==> src/hdl/rtt_ram.sv <==
// ----------------------------------------------------------------------------
// rtt_ram: generic single-write, single-read RAM
// One write port and one read port; the read data is registered.
// ----------------------------------------------------------------------------
module rtt_ram #(
  parameter int unsigned WIDTH = 8,
  parameter int unsigned DEPTH = 16,
  parameter int unsigned AW    = (DEPTH > 1) ? $clog2(DEPTH) : 1
) (
  input  logic             clk_i,
  input  logic             we_i,
  input  logic [AW-1:0]    waddr_i,
  input  logic [WIDTH-1:0] wdata_i,
  input  logic [AW-1:0]    raddr_i,
  output logic [WIDTH-1:0] rdata_o
);

  logic [WIDTH-1:0] mem_q [DEPTH];
  logic [WIDTH-1:0] rdata_q;

  always_ff @(posedge clk_i) begin
    if (we_i) begin
      mem_q[waddr_i] <= wdata_i;
    end
    rdata_q <= mem_q[raddr_i];
  end

  assign rdata_o = rdata_q;

endmodule

==> config.mk <==
export PLATFORM = sky130hd
export DESIGN_NAME = rtt_ram
export DESIGN_NICKNAME = d
export VERILOG_FILES = /design/src/hdl/rtt_ram.sv
export SDC_FILE = /design/constraint.sdc
export NUM_CORES = 1
export LEC_CHECK = 0
export BUFFER_PORTS_ARGS = -buffer_cell sky130_fd_sc_hd__buf_2
export CAP_MARGIN = 25
export CORE_MARGIN = 3
export CORE_UTILIZATION = 55
export CTS_CLUSTER_SIZE = 10
export DETAILED_ROUTE_END_ITERATION = 10
export PLACE_DENSITY = 0.85
export SLEW_MARGIN = 20
export SYNTH_ARGS = -nofsm -noshare
export SYNTH_HDL_FRONTEND = slang
export SYNTH_SLANG_ARGS = --single-unit
==> constraint.sdc <==
create_clock -name clk_i -period 2.1 [get_ports clk_i]
set_input_delay 0.105 -clock clk_i [delete_from_list [all_inputs] [get_ports clk_i]]
set_output_delay 0.105 -clock clk_i [all_outputs]
set_load 0.005 [all_outputs]
# == After elaboration in Yosys (flattened, before gate mapping) ==
# Memories as Yosys holds them, arrays and structs flattened. A register that Yosys moved wholly into a read port is not among the register bits.
# Index checks and enable logic that the tools add are counted.
# classes
addsub,0
mul,0
n_div,0
order_cmp,0
n_eq_ne,0
n_shift,0
muxes,2
bitwise_logic,0
reduce_logical,0
# op_table
op,n
$mux 1,2
# totals
reg_bits,0
latchBits,0
mem_bits_rw,128
rom_bits,0
in_bits,18
output_inout_bits,8
wordCells,3
n_memories,1
# memory_table
memory,words,word_bits,read_ports,rd_ports_with_merged_regs,write_ports,line_no,rtl
mem_q,16,8,1,1,1,18,logic [WIDTH-1:0] mem_q [DEPTH];

# == Longest topological paths before layout ==
# Gate-level depths: netlist of run 1.
# depth
depth_word,2
ltp_mapped,5
mapped_depth_nobuf,3

# == Least setup slack after synthesis of run 1 ==
# No wires, ideal clock.
# synth_timing
kind,input port to flip-flop
start,in waddr_i[2]
end,"mem mem_q[0][0], enable pin"
setup_time_ps,383
arrival_ps,1215
t_required_ps,1717
path_slack_ps,502
cell_stages,2
path_buffers,0
cell_sequence,or3b_2 -> nor3_1
# synth_rtl
item,line_no,rtl
from (decl),12,"input logic [AW-1:0] waddr_i,"
to (decl),18,
# Straight into the memory's write port.

==> results.toml, run 1 <==
[finish]
nets = 308
final_cells = 411
final_util_pct = 68.8
num_antenna_cells = 0
drive_above_1_share_pct = 31.0
areaGrowthSynthToFinish_pct = 18.9

[pwr]
peakVddDrop_uv = 568
total_leakage_power_uw = 0.00211
pwr_density_cell_nw_per_um2 = 998

[sta]
worstMarginPinSlew_ns = 0.723
min_period_ns = 1.39
skew_ns = 0.00801
fmax_ghz = 0.719
postLayoutSetupSlackWorst_ns = 0.710
maxSlewHeadroom_pct = 51.7
finalSetupTns_ns = 0
finalSetupViolCount = 0
finalMaxSlewViolations = 0
finalHoldViolCount = 0
rsz0062_at_grt = "false"
min_period_over_period_pct = 66.2

[synth]
yosysSeqAreaShare_pct = 77.8
netlist_area_sq_um = 5150
yosysTopAreaCellShare_pct = 74.7
synth_top_area_cell = "edfxtp_1"
synth_cell_types = 19
ys.warnings.count = 0
synth_nets = 247
synthTopCellsByArea = "edfxtp_1, mux4_2, mux4_1, dfxtp_1, a22oi_1"
netlist_instances = 229
syn_area_per_cell_sq_um = 22.5
synth-seq-cells = 136

[outcome]
outcome = "completed"

[placement]
dp_hpwl_um = 5750
dpl.cell_count = 371
gp_congestion = 0.749
place_ws_ns = 0.475
portBuffers = 25

[flow_run]
maxCapViolations = 0

[setup_path]
critPathArrivalTime_ns = 1.79
reg2reg_to = "rdata_o[5]$_DFF_P_"
r2r_start = "mem_q[0][5]$_DFFE_PP_"
crit_type = "register to register"
worst_setup_path_start_kind = "register"
critPathMaxStageDelay_ns = 0.52
critPathCapture = "rdata_o[5]$_DFF_P_"
path_cells = "mux4_1, a22oi_1, nand2_1"
cp_slowest_cell = "mux4_1"
r2r_slack_ns = 0.71
crit_fanout = 1
cp-end-kind = "register"
crit_path_start = "mem_q[0][5]$_DFFE_PP_"
required_ns = 2.50
reg2reg_depth = 3

[grt]
use_met3_pct = 6.43
grt_pass1_wl_um = 14800
use_met2_pct = 32.6
grt_pass1_vias = 2517
grt-busiest-layer = "met2"
grt_max_degree = 33
antenna_found_initial = 0
overflow = 0
grt_usage_pct = 20.6
met1_usage_pct = 27.0

[route]
drc = 0
routed_via_density = 6.04
dr.pass1.iters = 4
drtIter0Drc = 185
vias = 2483
wl_per_cell_um = 23.4
ant_nets = 0
drt_wl_total_um = 9630

[clock_network]
clk_latency_ns = 0.51
cts_sinks = 136
cts-root-buf = "clkbuf_8"
numCtsBuffers = 17
clockBufferDepth = 2
h-tree-depth = 4
cts.reportedPaths.clkPinSlew_ns = 0.06
cts_tree = "done"

[floorplan]
dieArea_sq_um = 10600
core_area_sq_um = 8890
rows = 34
die_h_um = 103
start_util_pct = 57.9
io_pins = 26
die_w_um = 103

[hold_path]
hp-start = "waddr_i[0]"
hp-class = "input port to register"
state kept, by name, indices dropped and copies added (netlist names):
signal   count
rdata_o      8
mem_q      128
cell usage after synthesis:
| library cell | count |
|---|---|
| nor2_1 | 13 |
| clkdlybuf4s25_2 | 3 |
| and2_1 | 1 |
| edfxtp_1 | 128 |
| mux4_1 | 14 |
| mux4_2 | 18 |
| or3b_2 | 1 |
| nand3_1 | 1 |
| nand3b_1 | 2 |
| buf_2 | 3 |
| nor2b_1 | 1 |
| buf_6 | 3 |
| nand2_1 | 9 |
| a22oi_1 | 16 |
| nor3_1 | 4 |
| dfxtp_1 | 8 |
| buf_4 | 1 |
| and2b_1 | 1 |
| nand2b_1 | 2 |
how the worst min path moves through the flow:
stage | endpoint | slack, ns | cells after the start
6_report | mem_q[0][3]$_DFFE_PP_ | 0.15 | 3
3_5_place_dp | rdata_o[5] | 0.48 | 1
3_3_place_gp | mem_q[5][0]$_DFFE_PP_ | 0.48 | 1
2_1_floorplan | mem_q[0][0]$_DFFE_PP_ | 0.20 | 0
4_1_cts | mem_q[0][5]$_DFFE_PP_ | 0.12 | 3
5_1_grt | mem_q[0][5]$_DFFE_PP_ | 0.15 | 3
metal layers:
metal,vias to the layer above,wire (um)
li1,1094,-
met1,1271,3890
met2,104,4900
met3,14,660
met4,0,178
met5,-,0
power breakdown:
group          internal (uW)  switching, uW
Sequential              3040           17.7
Clock                   1710           1060
Combinational            129            155
cells in the final DEF (no fill, tap or decap), types with 3 or more instances in the layout:
cell type / netlist / final
dfxtp_1: 8 / 8
edfxtp_1: 128 / 128
mux4_2: 18 / 18
buf_2: 3 / 25
clkinv_2: 0 / 6
clkinv_4: 0 / 3
a22oi_1: 16 / 16
mux4_1: 14 / 14
nor3_1: 4 / 4
buf_4: 1 / 18
nand2_1: 9 / 9
nor2_1: 13 / 13
clkbuf_16: 0 / 16
dlygate4sd3_1: 0 / 8
timing repair:
item	4_1_cts	5_1_grt
setup buffers	0	0
endpoints found under the hold margin	128	0
hold buffers	8	0
resized for setup	0	0
cell families after synthesis:
| kind of cell | share of synthesized area, % |
|---|---|
| AND/OR/NAND/NOR | 3.18 |
| buffers and inverters | 1.68 |
| flip-flops | 77.8 |
| AO/OA/AOI/OAI | 2.33 |
| multiplexers | 15.0 |
per-stage QoR:
stage               cell area (sq um)  total power, uW  hold slack [ns]
floorplan                        5150             3260            0.204
global placement                 5480             3370            0.479
detailed placement               5480             3380            0.483
CTS                              6120             6150            0.115
global route                     6120             6300            0.149
finish                           6120             6110            0.152
area by class of cell:
| class | count | area (sq um) |
|---|---|---|
| Sequential cell | 136 | 4000 |
| Fill cell | 523 | 2770 |
| Multi-Input combinational cell | 83 | 1060 |
| Clock buffer | 19 | 432 |
| Timing Repair Buffer | 52 | 360 |
| Tap cell | 108 | 135 |
| Clock inverter | 13 | 131 |
worst max-delay path: cells and delay by family (launching register included):
kind | cells | cell delay [ns]
flops | 1 | 0.37
compound gates | 1 | 0.30
simple gates | 1 | 0.08
mux | 1 | 0.52
(Power assumes the default switching activity.)
==> inputs of run 2 (changes only) <==
==> constraint.sdc (replaced) <==
create_clock -name clk_i -period 1.4 [get_ports clk_i]
set_input_delay 0.07 -clock clk_i [delete_from_list [all_inputs] [get_ports clk_i]]
set_output_delay 0.07 -clock clk_i [all_outputs]
set_load 0.005 [all_outputs]
==> run 2 against run 1 <==
Clock skew is 0.0015 ns higher. Register-to-register slack worse by 0.67 ns. Wire length rose by 3.8%. Sequential power up 50%. Sequential share of layout area decreased by 1.9 points. First-iteration DRC count rose by 2.2%. Combinational power rose by 65%. Clock power rose by 70%. Via count is 1.8% higher. Flip-flop and latch count unchanged. Largest cell class unchanged. Largest power group is now the clock network. Highest routed layer unchanged.
==> results.toml, run 2 (synthesis gave the netlist of run 1 again) <==
[outcome]
outcome = "completed"

[floorplan]
rows = 34
io_pins = 26
start_util_pct = 57.9
die_h_um = 103
dieArea_sq_um = 10600
die_w_um = 103
core_area_sq_um = 8890

[grt]
grt_max_degree = 33
overflow = 0
grt_pass1_wl_um = 15500
antenna_found_initial = 0
grt_pass1_vias = 2661
grt_usage_pct = 21.3

[sta]
worstMarginPinSlew_ns = 0.618
rsz0062_at_grt = "false"
min_period_ns = 1.36
finalSetupTns_ns = 0
skew_ns = 0.00952
finalSetupViolCount = 0
finalHoldViolCount = 0
fmax_ghz = 0.736
maxSlewHeadroom_pct = 58.6
finalMaxSlewViolations = 0
min_period_over_period_pct = 97.1

[clock_network]
cts_sinks = 136
clk_latency_ns = 0.51
cts.reportedPaths.clkPinSlew_ns = 0.06
cts_tree = "done"
h-tree-depth = 4
postCtsSetupBuffers = 0
numCtsBuffers = 17
clockBufferDepth = 2
cts-root-buf = "clkbuf_8"

[finish]
drive_above_1_share_pct = 33.7
num_antenna_cells = 0
nets = 314
areaGrowthSynthToFinish_pct = 22.4
final_common_cell = "edfxtp_1"
top_register = "mem_q"
stdcell_area_sq_um = 6300
largest_reg_flops = 128
final_cell_mix = "edfxtp_1, buf_2, buf_4"
final_cells = 417

[placement]
dpl.cell_count = 377
dp_hpwl_um = 6080
dpl_cell_area_sq_um = 5560
portBuffers = 25
gp_congestion = 0.812

[pwr]
peakVddDrop_uv = 772
total_leakage_power_uw = 0.00218
pwr_density_cell_nw_per_um2 = 1550

[route]
vias = 2527
wl_per_cell_um = 24.0
drt_wl_total_um = 10000
wl_met2_um = 5230
route.layer.met1.wl_um = 4130
highest_layer = "met4"
dr.pass1.iters = 4
wl_met3_um = 508
ant_nets = 0
drc = 0
drtIter0Drc = 189
routed_via_density = 6.06

[setup_path]
critPathMaxStageDelay_ns = 0.56
path_cells = "mux4_1, a22oi_2, nand2_1"
crit_fanout = 1
worst_setup_path_start_kind = "register"
critPathCapture = "rdata_o[3]$_DFF_P_"
worst_path_dominant_cell_family = "multiplexers"
critPathArrivalTime_ns = 1.75
crit_path_start = "mem_q[8][3]$_DFFE_PP_"
reg2reg_to = "rdata_o[3]$_DFF_P_"
cp-end-kind = "register"
cp_slowest_cell = "mux4_1"
required_ns = 1.79
r2r_slack_ns = 0.04
path_depth = 3
r2r_start = "mem_q[8][3]$_DFFE_PP_"
reg2reg_depth = 3
crit_type = "register to register"
critPathBufInv = 0

[hold_path]
hp-class = "input port to register"
min_path_cells = 3

[flow_run]
maxCapViolations = 0
==> run 2: cell count changes in the layout (fill, tap and decap cells not counted) <==
cell	change
clkinvlp_4	+2
bufinv_16	+3
a22oi_1	-4
clkinv_4	-2
nor3_2	+1
clkinv_2	-4
buf_4	+3
buf_12	+3
clkbuf_1	+1
a22oi_2	+4
nor3_1	-1
==> run 2: how the worst min path moves through the flow <==
stage,start,endpoint,slack [ns]
CTS,waddr_i[0],mem_q[0][1]$_DFFE_PP_,0.09
floorplan,wdata_i[0],mem_q[0][0]$_DFFE_PP_,0.17
global route,waddr_i[0],mem_q[0][1]$_DFFE_PP_,0.11
global placement,wdata_i[3],mem_q[7][3]$_DFFE_PP_,0.44
finish,waddr_i[0],mem_q[0][1]$_DFFE_PP_,0.12
detailed placement,rdata_o[3]$_DFF_P_,rdata_o[3],0.44
==> run 2: through the flow <==
| step | utilization, % | hold slack (ns) | setup slack [ns] | total power [uW] |
|---|---|---|---|---|
| floorplan | - | 0.169 | 0.0639 | 4890 |
| global placement | 62.6 | 0.440 | -0.0780 | 5080 |
| detailed placement | 62.6 | 0.445 | -0.119 | 5100 |
| CTS | 70.6 | 0.0890 | 0.00762 | 9830 |
| global route | 70.8 | 0.106 | 0.000343 | 10100 |
| finish | 70.8 | 0.122 | 0.0412 | 9760 |
==> run 2: cell type report <==
| type | instances | area [sq um] |
|---|---|---|
| Sequential cell | 136 | 4000 |
| Fill cell | 505 | 2590 |
| Multi-Input combinational cell | 83 | 1080 |
| Timing Repair Buffer | 58 | 443 |
| Clock buffer | 20 | 435 |
| Clock inverter | 12 | 199 |
| Tap cell | 108 | 135 |
==> run 2: layer usage <==
| metal | vias up | GRT usage, % |
|---|---|---|
| li1 | 1111 | - |
| met1 | 1320 | 27.4 |
| met2 | 86 | 34.8 |
| met3 | 10 | 6.56 |
| met4 | 0 | 8.07 |
| met5 | - | 0 |
==> run 2: timing repair <==
action,CTS,global route
hold buffers,8,0
gates resized for setup,0,4
hold endpoints to repair,128,0
setup endpoints to repair,0,4
==> run 2: worst min-delay path, cell delays in order <==
cell and delay, ns:
buf_2 0.15, nor3_2 0.06, buf_4 0.17
==> run 2: report_power, final <==
group | switching [uW] | leakage, uW | internal [uW]
Combinational | 249 | 0.000655 | 219
Sequential | 24.7 | 0.00122 | 4550
Clock | 1600 | 0.000297 | 3110
