## src/hdl/rtt_pkg.sv

```systemverilog
// ----------------------------------------------------------------------------
// rtt_pkg: shared types and constants of the range translation table
// Holds the request and response words, the table entry layout, the action
// and status codes, and the control and result bundles of the scan unit.
// ----------------------------------------------------------------------------
package rtt_pkg;

  localparam int unsigned ENTRIES_DEF = 16;
  localparam int unsigned AddrW       = 64;
  localparam logic [AddrW-1:0] AnySize = AddrW'(1);

  typedef enum logic [1:0] {
    ACT_ADD       = 2'd0,
    ACT_REMOVE    = 2'd1,
    ACT_TRANSLATE = 2'd2,
    ACT_CLEAR     = 2'd3
  } action_e;

  typedef enum logic [2:0] {
    ST_OK             = 3'd0,
    ST_NOT_FOUND      = 3'd1,
    ST_TAG_INTERNAL   = 3'd2,
    ST_RANGE_OVERFLOW = 3'd3,
    ST_MISMATCH       = 3'd4,
    ST_NOT_BASE       = 3'd5,
    ST_FULL           = 3'd6
  } status_e;

  typedef enum logic [2:0] {
    S_INIT,
    S_IDLE,
    S_SCAN,
    S_DRAIN,
    S_CALC,
    S_DECIDE,
    S_CLEAR,
    S_DONE
  } state_e;

  typedef struct packed {
    action_e          action;
    logic [AddrW-1:0] handle;
    logic [AddrW-1:0] mapped_address;
    logic [AddrW-1:0] length;
    logic             mapping_type;
  } req_t;

  typedef struct packed {
    logic             ok;
    status_e          status;
    logic [AddrW-1:0] translated_address;
    logic [AddrW-1:0] remaining_length;
  } rsp_t;

  typedef struct packed {
    logic             valid;
    logic             is_tag;
    logic [AddrW-1:0] base;
    logic [AddrW-1:0] len;
    logic [AddrW-1:0] target;
  } entry_t;

  localparam int unsigned EntryW = $bits(entry_t);

  typedef struct packed {
    logic start;
    logic vld;
  } scan_ctl_t;

  typedef struct packed {
    logic             exact;
    logic             pred;
    logic             free_found;
    logic             is_tag;
    logic [AddrW-1:0] base;
    logic [AddrW-1:0] len;
    logic [AddrW-1:0] target;
  } scan_res_t;

endpackage

```

## src/hdl/rtt_scan.sv

```systemverilog
// ----------------------------------------------------------------------------
// rtt_scan: entry compare unit of the translation table
// Looks at one table entry per cycle and keeps the exact base hit, or else
// the valid entry with the largest base below the handle, and the first
// free slot.
// ----------------------------------------------------------------------------
module rtt_scan #(
  parameter int unsigned IW = 4
) (
  input  logic                   clk_i,
  input  logic                   rst_ni,
  input  rtt_pkg::scan_ctl_t     ctl_i,
  input  logic [IW-1:0]          idx_i,
  input  rtt_pkg::entry_t        entry_i,
  input  logic [rtt_pkg::AddrW-1:0] handle_i,
  output rtt_pkg::scan_res_t     res_o,
  output logic [IW-1:0]          sel_idx_o,
  output logic [IW-1:0]          free_idx_o
);
  import rtt_pkg::*;

  logic             exact_q, exact_d;
  logic             pred_q, pred_d;
  logic             free_q, free_d;
  logic             tag_q, tag_d;
  logic [AddrW-1:0] base_q, base_d;
  logic [AddrW-1:0] len_q, len_d;
  logic [AddrW-1:0] target_q, target_d;
  logic [IW-1:0]    sel_idx_q, sel_idx_d;
  logic [IW-1:0]    free_idx_q, free_idx_d;
  logic             is_eq, is_below, beats_pred, take;

  always_comb begin
    is_eq      = entry_i.base == handle_i;
    is_below   = entry_i.base < handle_i;
    beats_pred = !pred_q || (entry_i.base > base_q);
    take       = 1'b0;
    exact_d    = exact_q;
    pred_d     = pred_q;
    free_d     = free_q;
    free_idx_d = free_idx_q;
    if (ctl_i.start) begin
      exact_d = 1'b0;
      pred_d  = 1'b0;
      free_d  = 1'b0;
    end else if (ctl_i.vld) begin
      if (entry_i.valid) begin
        if (!exact_q && is_eq) begin
          take    = 1'b1;
          exact_d = 1'b1;
        end else if (!exact_q && is_below && beats_pred) begin
          take   = 1'b1;
          pred_d = 1'b1;
        end
      end else if (!free_q) begin
        free_d     = 1'b1;
        free_idx_d = idx_i;
      end
    end
    tag_d     = take ? entry_i.is_tag : tag_q;
    base_d    = take ? entry_i.base : base_q;
    len_d     = take ? entry_i.len : len_q;
    target_d  = take ? entry_i.target : target_q;
    sel_idx_d = take ? idx_i : sel_idx_q;
  end

  always_ff @(posedge clk_i or negedge rst_ni) begin
    if (!rst_ni) begin
      exact_q <= 1'b0;
      pred_q  <= 1'b0;
      free_q  <= 1'b0;
    end else begin
      exact_q <= exact_d;
      pred_q  <= pred_d;
      free_q  <= free_d;
    end
  end

  always_ff @(posedge clk_i) begin
    tag_q      <= tag_d;
    base_q     <= base_d;
    len_q      <= len_d;
    target_q   <= target_d;
    sel_idx_q  <= sel_idx_d;
    free_idx_q <= free_idx_d;
  end

  always_comb begin
    res_o.exact      = exact_q;
    res_o.pred       = pred_q;
    res_o.free_found = free_q;
    res_o.is_tag     = tag_q;
    res_o.base       = base_q;
    res_o.len        = len_q;
    res_o.target     = target_q;
  end

  assign sel_idx_o  = sel_idx_q;
  assign free_idx_o = free_idx_q;

endmodule

```

## config.mk

```make
export PLATFORM = sky130hd
export DESIGN_NAME = rtt_scan
export DESIGN_NICKNAME = d
export VERILOG_FILES = /design/src/hdl/rtt_pkg.sv /design/src/hdl/rtt_scan.sv
export SDC_FILE = /design/constraint.sdc
export NUM_CORES = 1
export LEC_CHECK = 0
export BUFFER_PORTS_ARGS = -buffer_cell sky130_fd_sc_hd__buf_2
export CAP_MARGIN = 20
export CORE_AREA = 4 4 178 180
export DETAILED_ROUTE_END_ITERATION = 16
export DIE_AREA = 0 0 182 184
export PLACE_DENSITY_LB_ADDON = 0.25
export SETUP_SLACK_MARGIN = 0.1
export SYNTH_ARGS = -nofsm -noshare
export SYNTH_HDL_FRONTEND = slang
export SYNTH_SLANG_ARGS = --single-unit
```

## constraint.sdc

```tcl
create_clock -name clk_i -period 14.25 [get_ports clk_i]
set_input_delay 0.7125 -clock clk_i [delete_from_list [all_inputs] [get_ports clk_i]]
set_output_delay 0.7125 -clock clk_i [all_outputs]
set_load 0.05 [all_outputs]
```

After elaboration in Yosys (flattened, before gate mapping):

Cells that the tools add are included.

* flip-flop bits (word level): 204
* bits of input ports: 266
* output and inout bits: 204
* logic and storage cells: 48

* magnitude comparators: 2
* eq/ne operators: 3
* muxes and demuxes: 17
* bitwise gates (word level): 3
* reduce and logical (&&, ||, !) cells: 14

Operators by type and width (number)
* $eq A64 B64 Y1: 1
* $gt A64 B64 Y1: 1
* $lt A64 B64 Y1: 1
* $mux W1: 17
* $reduce_and A4 Y1: 2
* $reduce_bool A2 Y1: 4
* $ne A2 B2 Y1 const B: 2
* $logic_and A1 B1 Y1: 3
* $not A1 Y1: 3
* $reduce_and A3 Y1: 1
* $logic_not A1 Y1: 2
* $reduce_and A2 Y1: 1
* $logic_or A1 B1 Y1: 1

Depth between registers and ports, before layout:

* depth after elaboration: 8
* depth in mapped cells: 9

Least setup slack after synthesis:

Ideal clock, no wire load.

* kind: input -> register
* start point: input port handle_i[51] (netlist bit)
* end point: register base_q[0], enable pin
* arrival time: 10.774 ns
* required time: 13.471 ns
* slack: 2.698 ns
* stages on the path: 8
* path buffers: 0
* path through: inv_1 ha_1 and3_1 a221o_1 a221o_1 a21oi_1 o211ai_1 o21ai_1

* longest elaborated chain between the ends: 8

Ends and longest elaborated chain
* start: declaration: line rtt_scan.sv:15 `input logic [rtt_pkg::AddrW-1:0] handle_i,`
* $lt A64 B64 Y1: line rtt_scan.sv:35 `is_below = entry_i.base < handle_i;`
* $logic_and A1 B1 Y1 (2 in a row): line rtt_scan.sv:51 `end else if (!exact_q && is_below && beats_pred) begin`
* $mux W1: line rtt_scan.sv:51
* $mux W1 (*): line rtt_scan.sv:48 `if (!exact_q && is_eq) begin`
* $mux W1 (*): line rtt_scan.sv:47 `if (entry_i.valid) begin`
* $mux W1 (*): line rtt_scan.sv:46 `end else if (ctl_i.vld) begin`
* $mux W1 (*): line rtt_scan.sv:42 `if (ctl_i.start) begin`
* net take: line rtt_scan.sv:31 `logic is_eq, is_below, beats_pred, take;`
* end signal: assignment: line rtt_scan.sv:81 `base_q <= base_d;`
* end: declaration: line rtt_scan.sv:26 `logic [AddrW-1:0] base_q, base_d;`

The timed path passes the listed nets; every way through them passes the cells marked *.
A chain may end at the register's enable or synchronous reset.

Final worst setup path:

* start point: input port entry_i[145] (netlist bit)
* end point: register target_q[52], enable pin

* longest elaborated chain between the ends: 8

Ends and longest elaborated chain
* start: declaration: line rtt_scan.sv:14 `input rtt_pkg::entry_t entry_i,`
* $lt A64 B64 Y1 or $gt A64 B64 Y1 (tied branches): line rtt_scan.sv:35, rtt_scan.sv:36
* $logic_and A1 B1 Y1 or $logic_or A1 B1 Y1 (tied branches): line rtt_scan.sv:51, rtt_scan.sv:36
* $logic_and A1 B1 Y1: line rtt_scan.sv:51
* $mux W1: line rtt_scan.sv:51
* $mux W1 (*): line rtt_scan.sv:48
* $mux W1 (*): line rtt_scan.sv:47
* $mux W1 (*): line rtt_scan.sv:46
* $mux W1 (*): line rtt_scan.sv:42
* net take: line rtt_scan.sv:31
* end signal: assignment: line rtt_scan.sv:83 `target_q <= target_d;`
* end: declaration: line rtt_scan.sv:28 `logic [AddrW-1:0] target_q, target_d;`

Marked as above.

==> results.cfg <==
[synth]
syn_area_um2 = 9440
synth_edf_count = 201
async_flop_share_pct = 1.47
yosysSeqAreaShare_pct = 64.7
netlist.area_leader.share_pct = 63.9
yosysMostFrequentCell = edfxtp_1
syn_avg_cell_area_um2 = 13.9
synth.distinct_cells = 38
synth_flop_cell = edfxtp_1
synthTopCellsByArea = edfxtp_1, ha_1, inv_1
syn_inst = 678
yosys_warnings = 0
ys_ff_latch = 204
synth_common_cells = edfxtp_1, inv_1, ha_1, a21oi_1, nand2_1
yosysTopAreaCell = edfxtp_1
synthesis.nets = 1072

[setup_path]
path_class = input port to flop
path_cells = buf_2, ha_1, a21oi_1, o21a_1, o211ai_1, a221o_1, a211oi_1, o211ai_1, o21ai_4, buf_4, buf_4
slowest_stage = buf_4
path_max_fanout = 71
ff2ff_path_depth = 11
critPathCaptureType = flop
worstPathRequired_ps = 14380
startpoint_type = input port
r2r_end = target_q[52]
critPathArrivalTime_ps = 4410
crit-reg2reg-launch = base_q[43]
critPathMaxStageDelay_ps = 870
r2r_slack_ps = 10000
critPathBufInv = 3
crit_family = buffers and inverters

[power_and_ir_drop]
p_int_uw = 1160
pwr-share-seq_pct = 44.5
p_sw_uw = 380
total_power_uw = 1540
ir_worst_vdd_mv = 0.0659
switching_share_pct = 24.7
p_comb_share_pct = 12.4
pwr-share-clk_pct = 43.1
power.leakage_uw = 0.00626
cellPowerDensity_nw_per_um2 = 117

[grt]
grt_max_degree = 72
grt_pass1_vias = 7200
grt_pass1_wl_um = 44900
grt_antenna_before_repair = 10
grt_usage_pct = 17.6
grt.overflow.total = 0

[hold_path]
worstHoldPathType = input port to flop
hold_path_end = len_q[41]
min_from = entry_i[105]
min_path_cells = 1

[cts]
cts_sinks = 204
cts_tree = built
cts_resized = 0
post_cts_buffers = 0
clkLatencyLatePin_ps = 510
htreeDepth = 1
cts_root_buffer = clkbuf_16
numCtsBuffers = 24
ctsHoldBuffers = 1
clk_pin_slew_ps = 60
clockBufferDepth = 3

[finish]
drive_gt1_share_pct = 43.5
regArea_um2 = 6110
syn_to_final_growth_pct = 39.4
nFillCells = 2879
multi_input_area_um2 = 2810
nets = 1567

[place]
place_hpwl_um = 26200
place_congestion = 0.863
portBuffers = 469

[floorplanning]
core_area_um2 = 30200
initial_core_util_pct = 31.3
die-area_um2 = 33500
rows = 64
die_h_um = 184
ioPinCount = 470
fp.dieW_um = 182

[sta]
fin_worst_hold_slack_ps = 377
drv_slew = 0
clock.fmax_mhz = 233
finalCritPeriodShare_pct = 30.1
worst_pin_slew_ps = 1020
setup-violations-final = 0
hold_viol = 0
fin_tns_setup_ps = 0
max_slew_margin_pct = 32.3
rsz0062_at_grt = no
clock_skew_ps = 18.9
min_period_ps = 4280

[outcome]
status = finished clean

[routing]
drc_errors = 0
wire_per_inst_um = 20.0
drt-total-wl_um = 31700
dr.pass1.iters = 5
ant_nets = 0
drt_iter0_markers = 368
avgViaCountPerCell = 4.56
vias = 7233

[job]
drv_cap = 0
cell families (layout without fill, tap and decap cells):
family,count (synthesis),count (layout),synth area share (%)
AOI/OAI and AO/OA,102,102,6.64
adders and majority gates,128,128,17.0
buffers and inverters,139,651,5.68
DFF,204,204,64.7
other,0,1,0
and+or+nand+nor,105,105,6.01
stage by stage:
| stage | util, % | instance area, um^2 | setup slack, ps | std cells |
|---|---|---|---|---|
| 3_5_place_dp | 40.7 | 12300 | 9260 | 1542 |
| 3_3_place_gp | 40.7 | 12300 | 9360 | 1542 |
| 6_report | 43.6 | 13200 | 9970 | 1587 |
| 4_1_cts | 43.6 | 13200 | 9810 | 1586 |
| 2_1_floorplan | - | 9440 | 2700 | 678 |
| 5_1_grt | 43.6 | 13200 | 9580 | 1587 |
cells in the final DEF, fill, tap and decap left out, types with 4 or more instances in the layout:
cell and instances:
a21o_1 9, a21oi_1 45, a221o_1 4, a221oi_1 4
buf_2 469, bufinv_16 5, clkbuf_16 25, edfxtp_1 201
ha_1 128, inv_1 135, nand2_1 31, nand2b_1 4
nand3_1 15, nand4_1 22, nor2_1 9, nor3_1 6
o211ai_1 7, o21ai_0 17
power by group through the flow:
stage                     Sequential [uW]  Combinational, uW  Clock, uW
after floorplan                       752               61.2          0
after global placement                696                189          0
after detailed placement              697                192          0
after CTS                             684                193        680
after global routing                  685                210        711
final                                 684                190        663
flip-flops by register name, indices dropped and copies added, names as in the netlist, 4 cells and up:
signal	flops
target_q	64
free_idx_o	4
sel_idx_o	4
base_q	64
len_q	64
area by class of cell:
| type | instances | share of cell area, % |
|---|---|---|
| sequential | 204 | 46.4 |
| multi-input combinational | 335 | 21.4 |
| timing repair buffer | 473 | 18.1 |
| clock buffer | 28 | 4.84 |
| inverter | 135 | 3.85 |
| tap | 396 | 3.76 |
| clock inverter | 15 | 1.65 |
| antenna | 1 | 0.0190 |
worst register-to-register path, delay by kind of cell, from the launching register on:
family | cells | cell delay, ps
buffers and inverters | 3 | 1600
AOI/OAI and AO/OA | 4 | 670
and+or+nand+nor | 3 | 850
DFF | 1 | 340
adders and majority gates | 1 | 310
per-layer routing:
metal | track usage (%) | vias to the layer above | share of wire [%]
met5 | 0 | - | 0.39
met2 | 30.1 | 320 | 49
met3 | 6.85 | 69 | 10
met4 | 6.45 | 18 | 3.8
li1 | - | 3486 | -
met1 | 20.2 | 3340 | 37
how the worst max path moves through the flow:
stage | from | endpoint | cells after the start
2_1_floorplan | handle_i[51] | base_q[0] | 8
3_3_place_gp | entry_i[169] | len_q[32] | 9
3_5_place_dp | entry_i[170] | len_q[38] | 9
4_1_cts | entry_i[170] | base_q[24] | 9
5_1_grt | base_q[15] | target_q[6] | 11
6_report | entry_i[145] | target_q[52] | 11
(Power assumes the default switching activity.)
